===== src/rtl/spse_pkg.sv =====
// shared types, constants, key table and helpers for the shuangpin syllable encoder
`default_nettype none

package spse_pkg;

    localparam int MaxSyllable = 6;
    localparam int LenW        = $clog2(MaxSyllable + 1);
    localparam int PartMax     = 4;
    localparam int PartIdxW    = $clog2(PartMax);
    localparam int KeyCount    = 55;
    localparam int ResultMax   = 3;
    localparam int ResCntW     = $clog2(ResultMax + 1);

    localparam logic [7:0] ChSpace   = 8'h20;
    localparam logic [7:0] ChNewline = 8'h0A;
    localparam logic [7:0] Nul       = 8'h00;

    typedef struct packed {
        logic [7:0] ch;
        logic       end_of_input;
    } in_item_t;

    typedef struct packed {
        logic [7:0] out_char;
        logic       error;
        logic       last;
    } out_item_t;

    typedef struct packed {
        logic [ResCntW-1:0]             count;
        out_item_t [0:ResultMax-1]      item;
    } res_bundle_t;

    typedef struct packed {
        logic [2:0]      len;
        logic [0:3][7:0] text;
        logic [7:0]      code;
    } key_entry_t;

    localparam key_entry_t KeyTable [KeyCount] = '{
        '{3'd1, '{"q", Nul, Nul, Nul}, "q"},
        '{3'd1, '{"w", Nul, Nul, Nul}, "w"},
        '{3'd1, '{"r", Nul, Nul, Nul}, "r"},
        '{3'd1, '{"t", Nul, Nul, Nul}, "t"},
        '{3'd2, '{"i", "u", Nul, Nul}, "q"},
        '{3'd2, '{"e", "i", Nul, Nul}, "w"},
        '{3'd1, '{"e", Nul, Nul, Nul}, "e"},
        '{3'd3, '{"u", "a", "n", Nul}, "r"},
        '{3'd2, '{"u", "e", Nul, Nul}, "t"},
        '{3'd1, '{"y", Nul, Nul, Nul}, "y"},
        '{3'd2, '{"u", "n", Nul, Nul}, "y"},
        '{3'd1, '{"u", Nul, Nul, Nul}, "u"},
        '{3'd2, '{"s", "h", Nul, Nul}, "u"},
        '{3'd1, '{"i", Nul, Nul, Nul}, "i"},
        '{3'd2, '{"c", "h", Nul, Nul}, "i"},
        '{3'd1, '{"o", Nul, Nul, Nul}, "o"},
        '{3'd2, '{"u", "o", Nul, Nul}, "o"},
        '{3'd1, '{"p", Nul, Nul, Nul}, "p"},
        '{3'd2, '{"i", "e", Nul, Nul}, "p"},
        '{3'd1, '{"a", Nul, Nul, Nul}, "a"},
        '{3'd1, '{"s", Nul, Nul, Nul}, "s"},
        '{3'd3, '{"o", "n", "g", Nul}, "s"},
        '{3'd4, '{"i", "o", "n", "g"}, "s"},
        '{3'd1, '{"d", Nul, Nul, Nul}, "d"},
        '{3'd2, '{"a", "i", Nul, Nul}, "d"},
        '{3'd1, '{"f", Nul, Nul, Nul}, "f"},
        '{3'd2, '{"e", "n", Nul, Nul}, "f"},
        '{3'd1, '{"g", Nul, Nul, Nul}, "g"},
        '{3'd3, '{"e", "n", "g", Nul}, "g"},
        '{3'd1, '{"h", Nul, Nul, Nul}, "h"},
        '{3'd3, '{"a", "n", "g", Nul}, "h"},
        '{3'd1, '{"j", Nul, Nul, Nul}, "j"},
        '{3'd2, '{"a", "n", Nul, Nul}, "j"},
        '{3'd1, '{"k", Nul, Nul, Nul}, "k"},
        '{3'd3, '{"u", "a", "i", Nul}, "k"},
        '{3'd3, '{"i", "n", "g", Nul}, "k"},
        '{3'd1, '{"l", Nul, Nul, Nul}, "l"},
        '{3'd4, '{"u", "a", "n", "g"}, "l"},
        '{3'd4, '{"i", "a", "n", "g"}, "l"},
        '{3'd1, '{"z", Nul, Nul, Nul}, "z"},
        '{3'd2, '{"o", "u", Nul, Nul}, "z"},
        '{3'd1, '{"x", Nul, Nul, Nul}, "x"},
        '{3'd2, '{"i", "a", Nul, Nul}, "x"},
        '{3'd2, '{"u", "a", Nul, Nul}, "x"},
        '{3'd1, '{"c", Nul, Nul, Nul}, "c"},
        '{3'd2, '{"a", "o", Nul, Nul}, "c"},
        '{3'd1, '{"v", Nul, Nul, Nul}, "v"},
        '{3'd2, '{"z", "h", Nul, Nul}, "v"},
        '{3'd2, '{"u", "i", Nul, Nul}, "v"},
        '{3'd1, '{"b", Nul, Nul, Nul}, "b"},
        '{3'd2, '{"i", "n", Nul, Nul}, "b"},
        '{3'd1, '{"n", Nul, Nul, Nul}, "n"},
        '{3'd3, '{"i", "a", "o", Nul}, "n"},
        '{3'd1, '{"m", Nul, Nul, Nul}, "m"},
        '{3'd3, '{"i", "a", "n", Nul}, "m"}
    };

    function automatic logic is_vowel(input logic [7:0] b);
        return (b == "a") || (b == "e") || (b == "i") || (b == "o") || (b == "u");
    endfunction

    function automatic logic is_separator(input in_item_t it);
        return it.end_of_input || (it.ch == ChSpace) || (it.ch == ChNewline);
    endfunction

endpackage

`default_nettype wire


===== src/rtl/spse_key_lookup.sv =====
// key table match of one syllable part of up to four bytes
`default_nettype none

module spse_key_lookup (
    input  logic [0:spse_pkg::PartMax-1][7:0] text,
    input  logic [spse_pkg::LenW-1:0]         n,
    output logic                              hit,
    output logic [7:0]                        code
);

    always_comb
    begin
        hit  = 1'b0;
        code = 8'h00;
        for (int e = 0; e < spse_pkg::KeyCount; e++)
        begin
            logic m;
            m = (spse_pkg::LenW'(spse_pkg::KeyTable[e].len) == n);
            for (int j = 0; j < spse_pkg::PartMax; j++)
            begin
                if ((spse_pkg::LenW'(j) < n) && (text[j] != spse_pkg::KeyTable[e].text[j]))
                begin
                    m = 1'b0;
                end
            end
            // entries are unique, so at most one matches
            if (m)
            begin
                hit  = 1'b1;
                code = code | spse_pkg::KeyTable[e].code;
            end
        end
    end

endmodule

`default_nettype wire


===== src/rtl/spse_syllable.sv =====
// syllable state and result formation for one separator item
`default_nettype none

module spse_syllable (
    input  logic                  clk,
    input  logic                  rst_n,
    input  logic                  step,
    input  spse_pkg::in_item_t    item,
    output spse_pkg::res_bundle_t bundle
);

    localparam int Lw = spse_pkg::LenW;

    logic [7:0]    buf_reg [spse_pkg::MaxSyllable];
    logic [7:0]    fin_reg [spse_pkg::PartMax];
    logic [Lw-1:0] len_reg, len_next;
    logic [Lw-1:0] k_reg, k_next;
    logic          ovf_reg, ovf_next;
    logic          vowel_reg, vowel_next;

    logic          sep;
    logic          store;
    logic          fin_store;
    logic [Lw-1:0] fin_pos;
    logic [7:0]    sep_char;

    logic [0:spse_pkg::PartMax-1][7:0] text_a, text_b;
    logic [Lw-1:0] n_a, n_b;
    logic          hit_a, hit_b;
    logic [7:0]    code_a, code_b;
    spse_pkg::out_item_t res_a, res_b, res_err;

    assign sep      = spse_pkg::is_separator(item);
    assign sep_char = item.end_of_input ? spse_pkg::ChNewline : item.ch;
    assign store    = step && !sep && (len_reg < Lw'(spse_pkg::MaxSyllable));
    // final part starts at the first vowel
    assign fin_pos  = len_reg - (vowel_reg ? k_reg : len_reg);
    assign fin_store = store && (vowel_reg || spse_pkg::is_vowel(item.ch))
                       && (fin_pos < Lw'(spse_pkg::PartMax));

    always_comb
    begin
        len_next   = len_reg;
        k_next     = k_reg;
        ovf_next   = ovf_reg;
        vowel_next = vowel_reg;
        if (step && sep)
        begin
            len_next   = '0;
            ovf_next   = 1'b0;
            vowel_next = 1'b0;
        end
        else if (store)
        begin
            len_next = len_reg + Lw'(1);
            if (!vowel_reg && spse_pkg::is_vowel(item.ch))
            begin
                vowel_next = 1'b1;
                k_next     = len_reg;
            end
        end
        else if (step)
        begin
            ovf_next = 1'b1;
        end
    end

    always_ff @(posedge clk or negedge rst_n)
    begin
        if (!rst_n)
        begin
            len_reg   <= '0;
            k_reg     <= '0;
            ovf_reg   <= 1'b0;
            vowel_reg <= 1'b0;
        end
        else
        begin
            len_reg   <= len_next;
            k_reg     <= k_next;
            ovf_reg   <= ovf_next;
            vowel_reg <= vowel_next;
        end
    end

    always_ff @(posedge clk)
    begin
        if (store)
        begin
            buf_reg[len_reg[$clog2(spse_pkg::MaxSyllable)-1:0]] <= item.ch;
        end
        if (fin_store)
        begin
            fin_reg[fin_pos[spse_pkg::PartIdxW-1:0]] <= item.ch;
        end
    end

    always_comb
    begin
        for (int j = 0; j < spse_pkg::PartMax; j++)
        begin
            text_a[j] = buf_reg[j];
            text_b[j] = fin_reg[j];
        end
    end

    // whole syllable when it opens with a vowel, otherwise the initial
    assign n_a = (k_reg == '0) ? len_reg : k_reg;
    assign n_b = len_reg - k_reg;

    spse_key_lookup u_lookup_a (
        .text (text_a),
        .n    (n_a),
        .hit  (hit_a),
        .code (code_a)
    );

    spse_key_lookup u_lookup_b (
        .text (text_b),
        .n    (n_b),
        .hit  (hit_b),
        .code (code_b)
    );

    assign res_a   = '{out_char: hit_a ? code_a : 8'h00, error: !hit_a, last: 1'b0};
    assign res_b   = '{out_char: hit_b ? code_b : 8'h00, error: !hit_b, last: 1'b0};
    assign res_err = '{out_char: 8'h00, error: 1'b1, last: 1'b0};

    always_comb
    begin
        bundle.count   = spse_pkg::ResCntW'(3);
        bundle.item[0] = res_err;
        bundle.item[1] = res_err;
        bundle.item[2] = '{out_char: sep_char, error: 1'b0, last: 1'b1};
        if ((len_reg == '0) && !ovf_reg)
        begin
            bundle.count   = spse_pkg::ResCntW'(1);
            bundle.item[0] = '{out_char: sep_char, error: 1'b0, last: 1'b1};
        end
        else if (ovf_reg)
        begin
            bundle.item[0] = res_err;
            bundle.item[1] = res_err;
        end
        else if (len_reg == Lw'(1))
        begin
            bundle.item[0] = '{out_char: buf_reg[0], error: 1'b0, last: 1'b0};
            bundle.item[1] = '{out_char: buf_reg[0], error: 1'b0, last: 1'b0};
        end
        else if (len_reg == Lw'(2))
        begin
            bundle.item[0] = '{out_char: buf_reg[0], error: 1'b0, last: 1'b0};
            bundle.item[1] = '{out_char: buf_reg[1], error: 1'b0, last: 1'b0};
        end
        else if (!vowel_reg)
        begin
            bundle.item[0] = res_err;
            bundle.item[1] = res_err;
        end
        else if (k_reg == '0)
        begin
            bundle.item[0] = '{out_char: buf_reg[0], error: 1'b0, last: 1'b0};
            bundle.item[1] = res_a;
        end
        else
        begin
            bundle.item[0] = res_a;
            bundle.item[1] = res_b;
        end
    end

endmodule

`default_nettype wire


===== src/rtl/spse_result_queue.sv =====
// three-entry result queue whose head is the output register
`default_nettype none

module spse_result_queue (
    input  logic                  clk,
    input  logic                  rst_n,
    input  logic                  load,
    input  spse_pkg::res_bundle_t bundle,
    output logic                  load_ok,
    output logic                  result_valid,
    input  logic                  result_stall,
    output spse_pkg::out_item_t   result
);

    spse_pkg::out_item_t               q_reg [spse_pkg::ResultMax];
    logic [spse_pkg::ResCntW-1:0]      cnt_reg, cnt_next;
    logic                              take;

    assign take         = (cnt_reg != '0) && !result_stall;
    assign load_ok      = (cnt_reg == '0) || ((cnt_reg == spse_pkg::ResCntW'(1)) && take);
    assign result_valid = (cnt_reg != '0);
    assign result       = q_reg[0];

    always_comb
    begin
        cnt_next = cnt_reg;
        if (load)
        begin
            cnt_next = bundle.count;
        end
        else if (take)
        begin
            cnt_next = cnt_reg - spse_pkg::ResCntW'(1);
        end
    end

    always_ff @(posedge clk or negedge rst_n)
    begin
        if (!rst_n)
        begin
            cnt_reg <= '0;
        end
        else
        begin
            cnt_reg <= cnt_next;
        end
    end

    always_ff @(posedge clk)
    begin
        if (load)
        begin
            for (int i = 0; i < spse_pkg::ResultMax; i++)
            begin
                q_reg[i] <= bundle.item[i];
            end
        end
        else if (take)
        begin
            for (int i = 0; i < spse_pkg::ResultMax - 1; i++)
            begin
                q_reg[i] <= q_reg[i + 1];
            end
        end
    end

endmodule

`default_nettype wire


===== src/rtl/shuangpin_syllable_encoder_core.sv =====
// top level of the shuangpin syllable encoder: input register, syllable logic, result queue
// path: an accepted item waits in the input register; a separator's results load into the
//   result queue, whose head register drives the output
// throughput: letters go at one item per cycle unless a separator waits; a separator needs
//   the queue drained and loads one result (empty syllable) or three (codes plus separator)
// reset: rst_n clears the input register valid, syllable length, first-vowel index, vowel and
//   overflow flags and the queue count; buffered letters are left as they are
`default_nettype none

module shuangpin_syllable_encoder_core (
    input  logic                clk,
    input  logic                rst_n,
    input  logic                item_valid,
    output logic                item_stall,
    input  spse_pkg::in_item_t  item,
    output logic                result_valid,
    input  logic                result_stall,
    output spse_pkg::out_item_t result
);

    // input register
    logic                  in_valid_reg, in_valid_next;
    spse_pkg::in_item_t    in_reg;

    logic                  accept;
    logic                  in_sep;
    logic                  adv;
    logic                  load_ok;
    spse_pkg::res_bundle_t bundle;

    assign in_sep = spse_pkg::is_separator(in_reg);

    // a letter always moves on; a separator waits until the queue is (about to be) empty
    assign adv        = in_valid_reg && (!in_sep || load_ok);
    assign item_stall = in_valid_reg && !adv;
    assign accept     = item_valid && !item_stall;

    always_comb
    begin
        in_valid_next = in_valid_reg;
        if (accept)
        begin
            in_valid_next = 1'b1;
        end
        else if (adv)
        begin
            in_valid_next = 1'b0;
        end
    end

    always_ff @(posedge clk or negedge rst_n)
    begin
        if (!rst_n)
        begin
            in_valid_reg <= 1'b0;
        end
        else
        begin
            in_valid_reg <= in_valid_next;
        end
    end

    always_ff @(posedge clk)
    begin
        if (accept)
        begin
            in_reg <= item;
        end
    end

    // syllable buffer and the results a separator item causes
    spse_syllable u_syllable (
        .clk    (clk),
        .rst_n  (rst_n),
        .step   (adv),
        .item   (in_reg),
        .bundle (bundle)
    );

    // results leave one per cycle from the head of the queue while result_stall is low
    spse_result_queue u_queue (
        .clk          (clk),
        .rst_n        (rst_n),
        .load         (adv && in_sep),
        .bundle       (bundle),
        .load_ok      (load_ok),
        .result_valid (result_valid),
        .result_stall (result_stall),
        .result       (result)
    );

    // no stall while the input register is empty
    a_no_stall_when_empty: assert property (@(posedge clk) disable iff (!rst_n)
        !in_valid_reg |-> !item_stall)
        else $error("input stalled with empty input register");

    // a separator leaving the input register always produces a result
    a_sep_gives_result: assert property (@(posedge clk) disable iff (!rst_n)
        (adv && in_sep) |=> result_valid)
        else $error("separator produced no result");

    // once the last item of a group goes, the queue is empty unless a new group loads
    a_last_drains: assert property (@(posedge clk) disable iff (!rst_n)
        (result_valid && !result_stall && result.last) |=>
            (result_valid == $past(adv && in_sep)))
        else $error("results remain after last item");

endmodule

`default_nettype wire


===== config.mk =====
export PLATFORM = sky130hd
export DESIGN_NAME = shuangpin_syllable_encoder_core
export DESIGN_NICKNAME = d
export VERILOG_FILES = /design/src/rtl/spse_pkg.sv /design/src/rtl/spse_key_lookup.sv /design/src/rtl/spse_syllable.sv /design/src/rtl/spse_result_queue.sv /design/src/rtl/shuangpin_syllable_encoder_core.sv
export SDC_FILE = /design/constraint.sdc
export NUM_CORES = 1
export LEC_CHECK = 0
export BUFFER_PORTS_ARGS = -buffer_cell sky130_fd_sc_hd__buf_4
export CORE_UTILIZATION = 30
export DETAILED_ROUTE_END_ITERATION = 12
export PLACE_DENSITY = 0.49
export SLEW_MARGIN = 30
export SYNTH_ARGS = -nofsm -noshare
export SYNTH_HDL_FRONTEND = slang
export SYNTH_SLANG_ARGS = --single-unit

===== constraint.sdc =====
create_clock -name clk -period 3.7 [get_ports clk]
set_input_delay 0.37 -clock clk [delete_from_list [all_inputs] [get_ports clk]]
set_output_delay 0.37 -clock clk [all_outputs]
set_load 0.01 [all_outputs]

; Yosys cells after proc, flatten, opt, wreduce, memory -nomap -nowiden
; Memory sizes are Yosys's and may differ from the RTL's.
; Index checks and enable logic that the tools add are counted.
; W data, S select, Z words.
[totals]
n_memories = 3
out_inout_bits = 12
register_bits = 20
inputBits = 13
ramBits = 110
[memory_table]
columns = memory, depth, width, read_ports, rd_ports_with_merged_regs, wr, line_no
row1 = u_syllable.buf_reg, 6, 8, 4, 0, 1, spse_syllable.sv:14  ; logic [7:0] buf_reg [spse_pkg::MaxSyllable];
row2 = u_syllable.fin_reg, 4, 8, 4, 0, 1, spse_syllable.sv:15  ; logic [7:0] fin_reg [spse_pkg::PartMax];
row3 = u_queue.q_reg, 3, 10, 3, 0, 3, spse_result_queue.sv:15  ; spse_pkg::out_item_t q_reg [spse_pkg::ResultMax];
[classes]
bitwise = 3
magnitude_cmp = 10
n_mux = 693
n_addsub = 4
eq_ne = 95
n_reduce_logical = 129
[ops]
columns = op, count
row1 = $mux W7, 112
row2 = $ne A8 B7 Y1 const B, 76
row3 = $mux W1, 542
row4 = $mux W20, 20
row5 = $logic_and A1 B1 Y1, 94
row6 = $reduce_bool A8 Y1, 6
row7 = $eq A8 B7 Y1 const B, 5
row8 = $mux W10, 4
row9 = $mux W3, 10
row10 = $eq A2 B3 Y1 const A, 4
row11 = $lt A1 B3 Y1 const A, 4
row12 = $lt A2 B3 Y1 const A, 4
row13 = $reduce_bool A2 Y1, 6
row14 = $logic_or A1 B1 Y1, 9
row15 = $eq A8 B4 Y1 const B, 1
row16 = $eq A8 B6 Y1 const B, 1
row17 = $logic_not A1 Y1, 8
row18 = $mux W2, 4
row19 = $mux W8, 1
row20 = $eq A1 B3 Y1 const A, 2
row21 = $eq A3 B3 Y1 const A, 2
row22 = $logic_not A3 Y1, 2
row23 = $lt A3 B3 Y1 const B, 2
row24 = $sub A3 B3 Y3, 2
row25 = other kinds (11), 13

; Depth between registers and ports, before layout
[logic_depth]
ltp_word = 86
ltp_mapped = 14
depth_no_buf = 13

; Cells and area by module
; From an unflattened synthesis, not the netlist that was laid out.
[unflattened]
hier_cells = 735
hier_area_um2 = 7593.5
[modules_own_cells]
columns = module, n_inst, area_each_um2, cells_per_inst
row1 = spse_syllable, 1, 3342.0, 253
row2 = spse_result_queue, 1, 1383.8, 81
row3 = spse_key_lookup at u_syllable.u_lookup_b, 1, 1277.5, 188
row4 = spse_key_lookup at u_syllable.u_lookup_a, 1, 1182.4, 186
row5 = shuangpin_syllable_encoder_core, 1, 407.9, 27

; Least setup slack after synthesis
; OpenSTA, ideal clock, no wires.
[synth_path]
path_type = register to register
startpoint = register u_syllable.len_reg[0]
endpoint = memory u_queue.q_reg[0][18] (netlist bit) (data pin)
arrival_time_ps = 3653
stages_incl_launch_ff = 15
path_buffers = 1
t_required_ps = 3444
period_less_slack_ps = 3910
slack_ps = -210
cell_sequence = dfrtp_1 -> inv_1 -> ha_1 -> inv_1 -> fa_1 -> xor3_2 -> buf_6 -> a22o_4 -> a221oi_2 -> nand3_1 -> nand4b_1 -> or4_1 -> nor4_2 -> o31ai_1 -> a22o_1
[synth_lines]
columns = item, line_no
row1 = from (decl), spse_syllable.sv:16  ; logic [Lw-1:0] len_reg, len_next;
row2 = from (signal assigned), spse_syllable.sv:79  ; len_reg <= len_next;
row3 = to (decl), spse_result_queue.sv:15

==> out/results.ini <==
[status]
outcome = finished, final reports clean

[sta]
relSlewSlack = 0.400
hold_violations = 0
min_period_ns = 3.69
rsz0062_at_grt = yes
timing.final.crit_share = 0.997
fin_ws_ns = 0.0119
slew_viol_final = 0
setup_viol = 0
worst_pin_slew_ns = 0.897
max_freq_mhz = 271
skew_ns = 0.0179

[synth]
synth_seq_cells = 112
synth_warnings = 0
netlist_area_um2 = 7140
syn_nets = 773
yosysUniqueCellTypes = 74
ys_async_sr_fraction = 0.0982
ys.flop_type = edfxtp_1
yosysSeqAreaShare = 0.463
synth-edff-count = 101
avgSynthCellArea_um2 = 9.52
syn_inst = 750

[clock_tree]
insertion_delay_ns = 0.37
h-tree-depth = 3
cts.sinks = 112
cts_tree = yes
clockRootBuffer = clkbuf_16
cts.path.max_buffers = 2
numCtsBuffers = 9
clk_pin_slew_worst_paths_ns = 0.09

[layout]
diodes = 0
drive_above_1_share = 0.213
area_growth_pct = 24.0
postLayoutCoreUtil = 0.378
final_nets = 879
layout_commonest_cell = buf_4
final_cell_mix = buf_4 (138), edfxtp_1 (101), nand2_1 (95), nor2_1 (66), o21ai_0 (42)

[route]
dr.first_iter.drc_count = 571
vias_per_cell = 5.56
dr.pass1.iters = 5
wl_per_cell_um = 20.2
vias = 6562
ant_nets = 0
drcViolationCount = 0
routed_wl_um = 23800

[worst_setup_path]
worstPathRequired_ns = 3.83
crit_arrival_ns = 3.82
cp-start-kind = register
reg2reg_to = u_queue.q_reg[0][18]
crit_fanout = 8
r2r_cells = 14
crit_path_end_kind = register
setup.worst_path.class = reg2reg
r2r_setup_slack_ns = 0.01
r2r_start = u_syllable.len_reg[0]

[grt]
grt_pass1_vias = 6272
antenna_found_initial = 0
grt_usage = 0.198
grt_pass1_wl_um = 36100
grt_remaining_overflow = 0
grt_max_degree = 23

[floorplanning]
ios = 25
die_h_um = 156
core_area_um2 = 23400
start_util = 0.305
dieArea_um2 = 24400
die_w_um = 156
rows = 56

[placement]
post-dp-hpwl_um = 18100
place.gp.congestion = 0.951
preCtsSetupSlack_ns = -0.225
port-buffer-count = 24

[power_and_ir_drop]
ir_drop_mv = 0.305
power_density_nw_per_um2 = 713
leakagePower_nw = 3.19

[min_path]
min_from = item[3]
min_path_cells = 1
hold_class = in2reg
min_to = in_reg[3]

[job]
cap_violations = 0

==> worst max-delay path, stage by stage (launching register included) <==
cell and delay, ns:
dfrtp_2 0.42, inv_4 0.06, ha_4 0.11, inv_2 0.03, fa_2 0.35, xor3_2 0.34
a22o_4 0.32, a221oi_4 0.29, nand3_2 0.09, nand4b_1 0.19, or4_1 0.43, nor4_2 0.31
buf_4 0.19, o31ai_4 0.09, a22o_1 0.21
==> metal layers <==
metal,routed length [um],GRT usage
met3,1290,0.0255
met1,10900,0.268
met2,11000,0.321
met4,590,0.0728
met5,0,0
==> cells by family after synthesis <==
kind of cell / Yosys count / share of synthesized area
AOI/OAI and AO/OA: 188 / 0.179
and+or+nand+nor: 365 / 0.279
DFF: 112 / 0.463
buffers and inverters: 63 / 0.0396
adders and majority gates: 10 / 0.0196
muxes: 2 / 0.00280
xor gates and xnor gates: 10 / 0.0165
==> worst max-delay path by stage <==
stage                          startpoint                    to  slack (ns)  cells after the start
global route        u_syllable.len_reg[0]  u_queue.q_reg[0][17]       -0.18                     14
floorplan           u_syllable.len_reg[0]  u_queue.q_reg[0][17]       -0.05                     14
finish              u_syllable.len_reg[0]  u_queue.q_reg[0][18]        0.01                     14
global placement    u_syllable.len_reg[0]  u_queue.q_reg[0][17]       -0.16                     14
CTS                 u_syllable.len_reg[0]  u_queue.q_reg[0][17]       0.005                     14
detailed placement  u_syllable.len_reg[0]  u_queue.q_reg[0][17]       -0.23                     14
==> power by group <==
group,internal [mW],switching (mW)
registers,1.69,0.146
logic,1.39,2.01
clock network,0.554,0.522
total,3.64,2.68
==> synth_stat cells, types with 10 or more instances <==
library cell | n | area (um^2)
nor4_1 | 15 | 93.8
nor4bb_1 | 13 | 130
nand4b_1 | 13 | 114
buf_4 | 10 | 75.1
nand2_1 | 95 | 357
o21ai_0 | 43 | 215
a21oi_1 | 37 | 185
a22oi_1 | 14 | 105
nor2_1 | 66 | 248
clkbuf_1 | 29 | 109
edfxtp_1 | 101 | 3030
dfrtp_1 | 11 | 275
nand3_1 | 21 | 105
nand4_1 | 12 | 75.1
or3_1 | 15 | 93.8
a31oi_1 | 10 | 62.6
nor2b_1 | 18 | 113
nand2b_1 | 12 | 75.1
inv_1 | 18 | 67.6
nor3_1 | 28 | 140
==> through the flow <==
step / TNS, ns / power (mW) / hold WS [ns] / instance area, um^2 / cells
3_3_place_gp: -0.974 / 5.11 / 0.224 / 8390 / 1162
5_1_grt: -0.999 / 6.67 / 0.160 / 8850 / 1180
6_report: 0 / 6.32 / 0.169 / 8850 / 1180
3_5_place_dp: -1.44 / 5.09 / 0.225 / 8400 / 1162
4_1_cts: 0 / 6.18 / 0.160 / 8740 / 1179
2_1_floorplan: -0.0866 / 3.70 / 0.0744 / 7170 / 750
==> what timing repair did <==
| item | in CTS | in global routing |
|---|---|---|
| setup endpoints to repair | 8 | 10 |
| hold buffers | 1 | 0 |
| setup buffers | 0 | 1 |
| pin swaps | 2 | 9 |
| endpoints found under the hold margin | 11 | 0 |
| gates resized for setup | 3 | 16 |
==> final cells by class <==
class,instances,area (um^2)
fill,2369,14500
multi-input combinational,575,3690
sequential,112,3310
timing repair buffer,140,1060
tap,319,399
clock buffer,9,225
clock inverter,7,100
inverter,18,70.1
(Power assumes the default switching activity.)
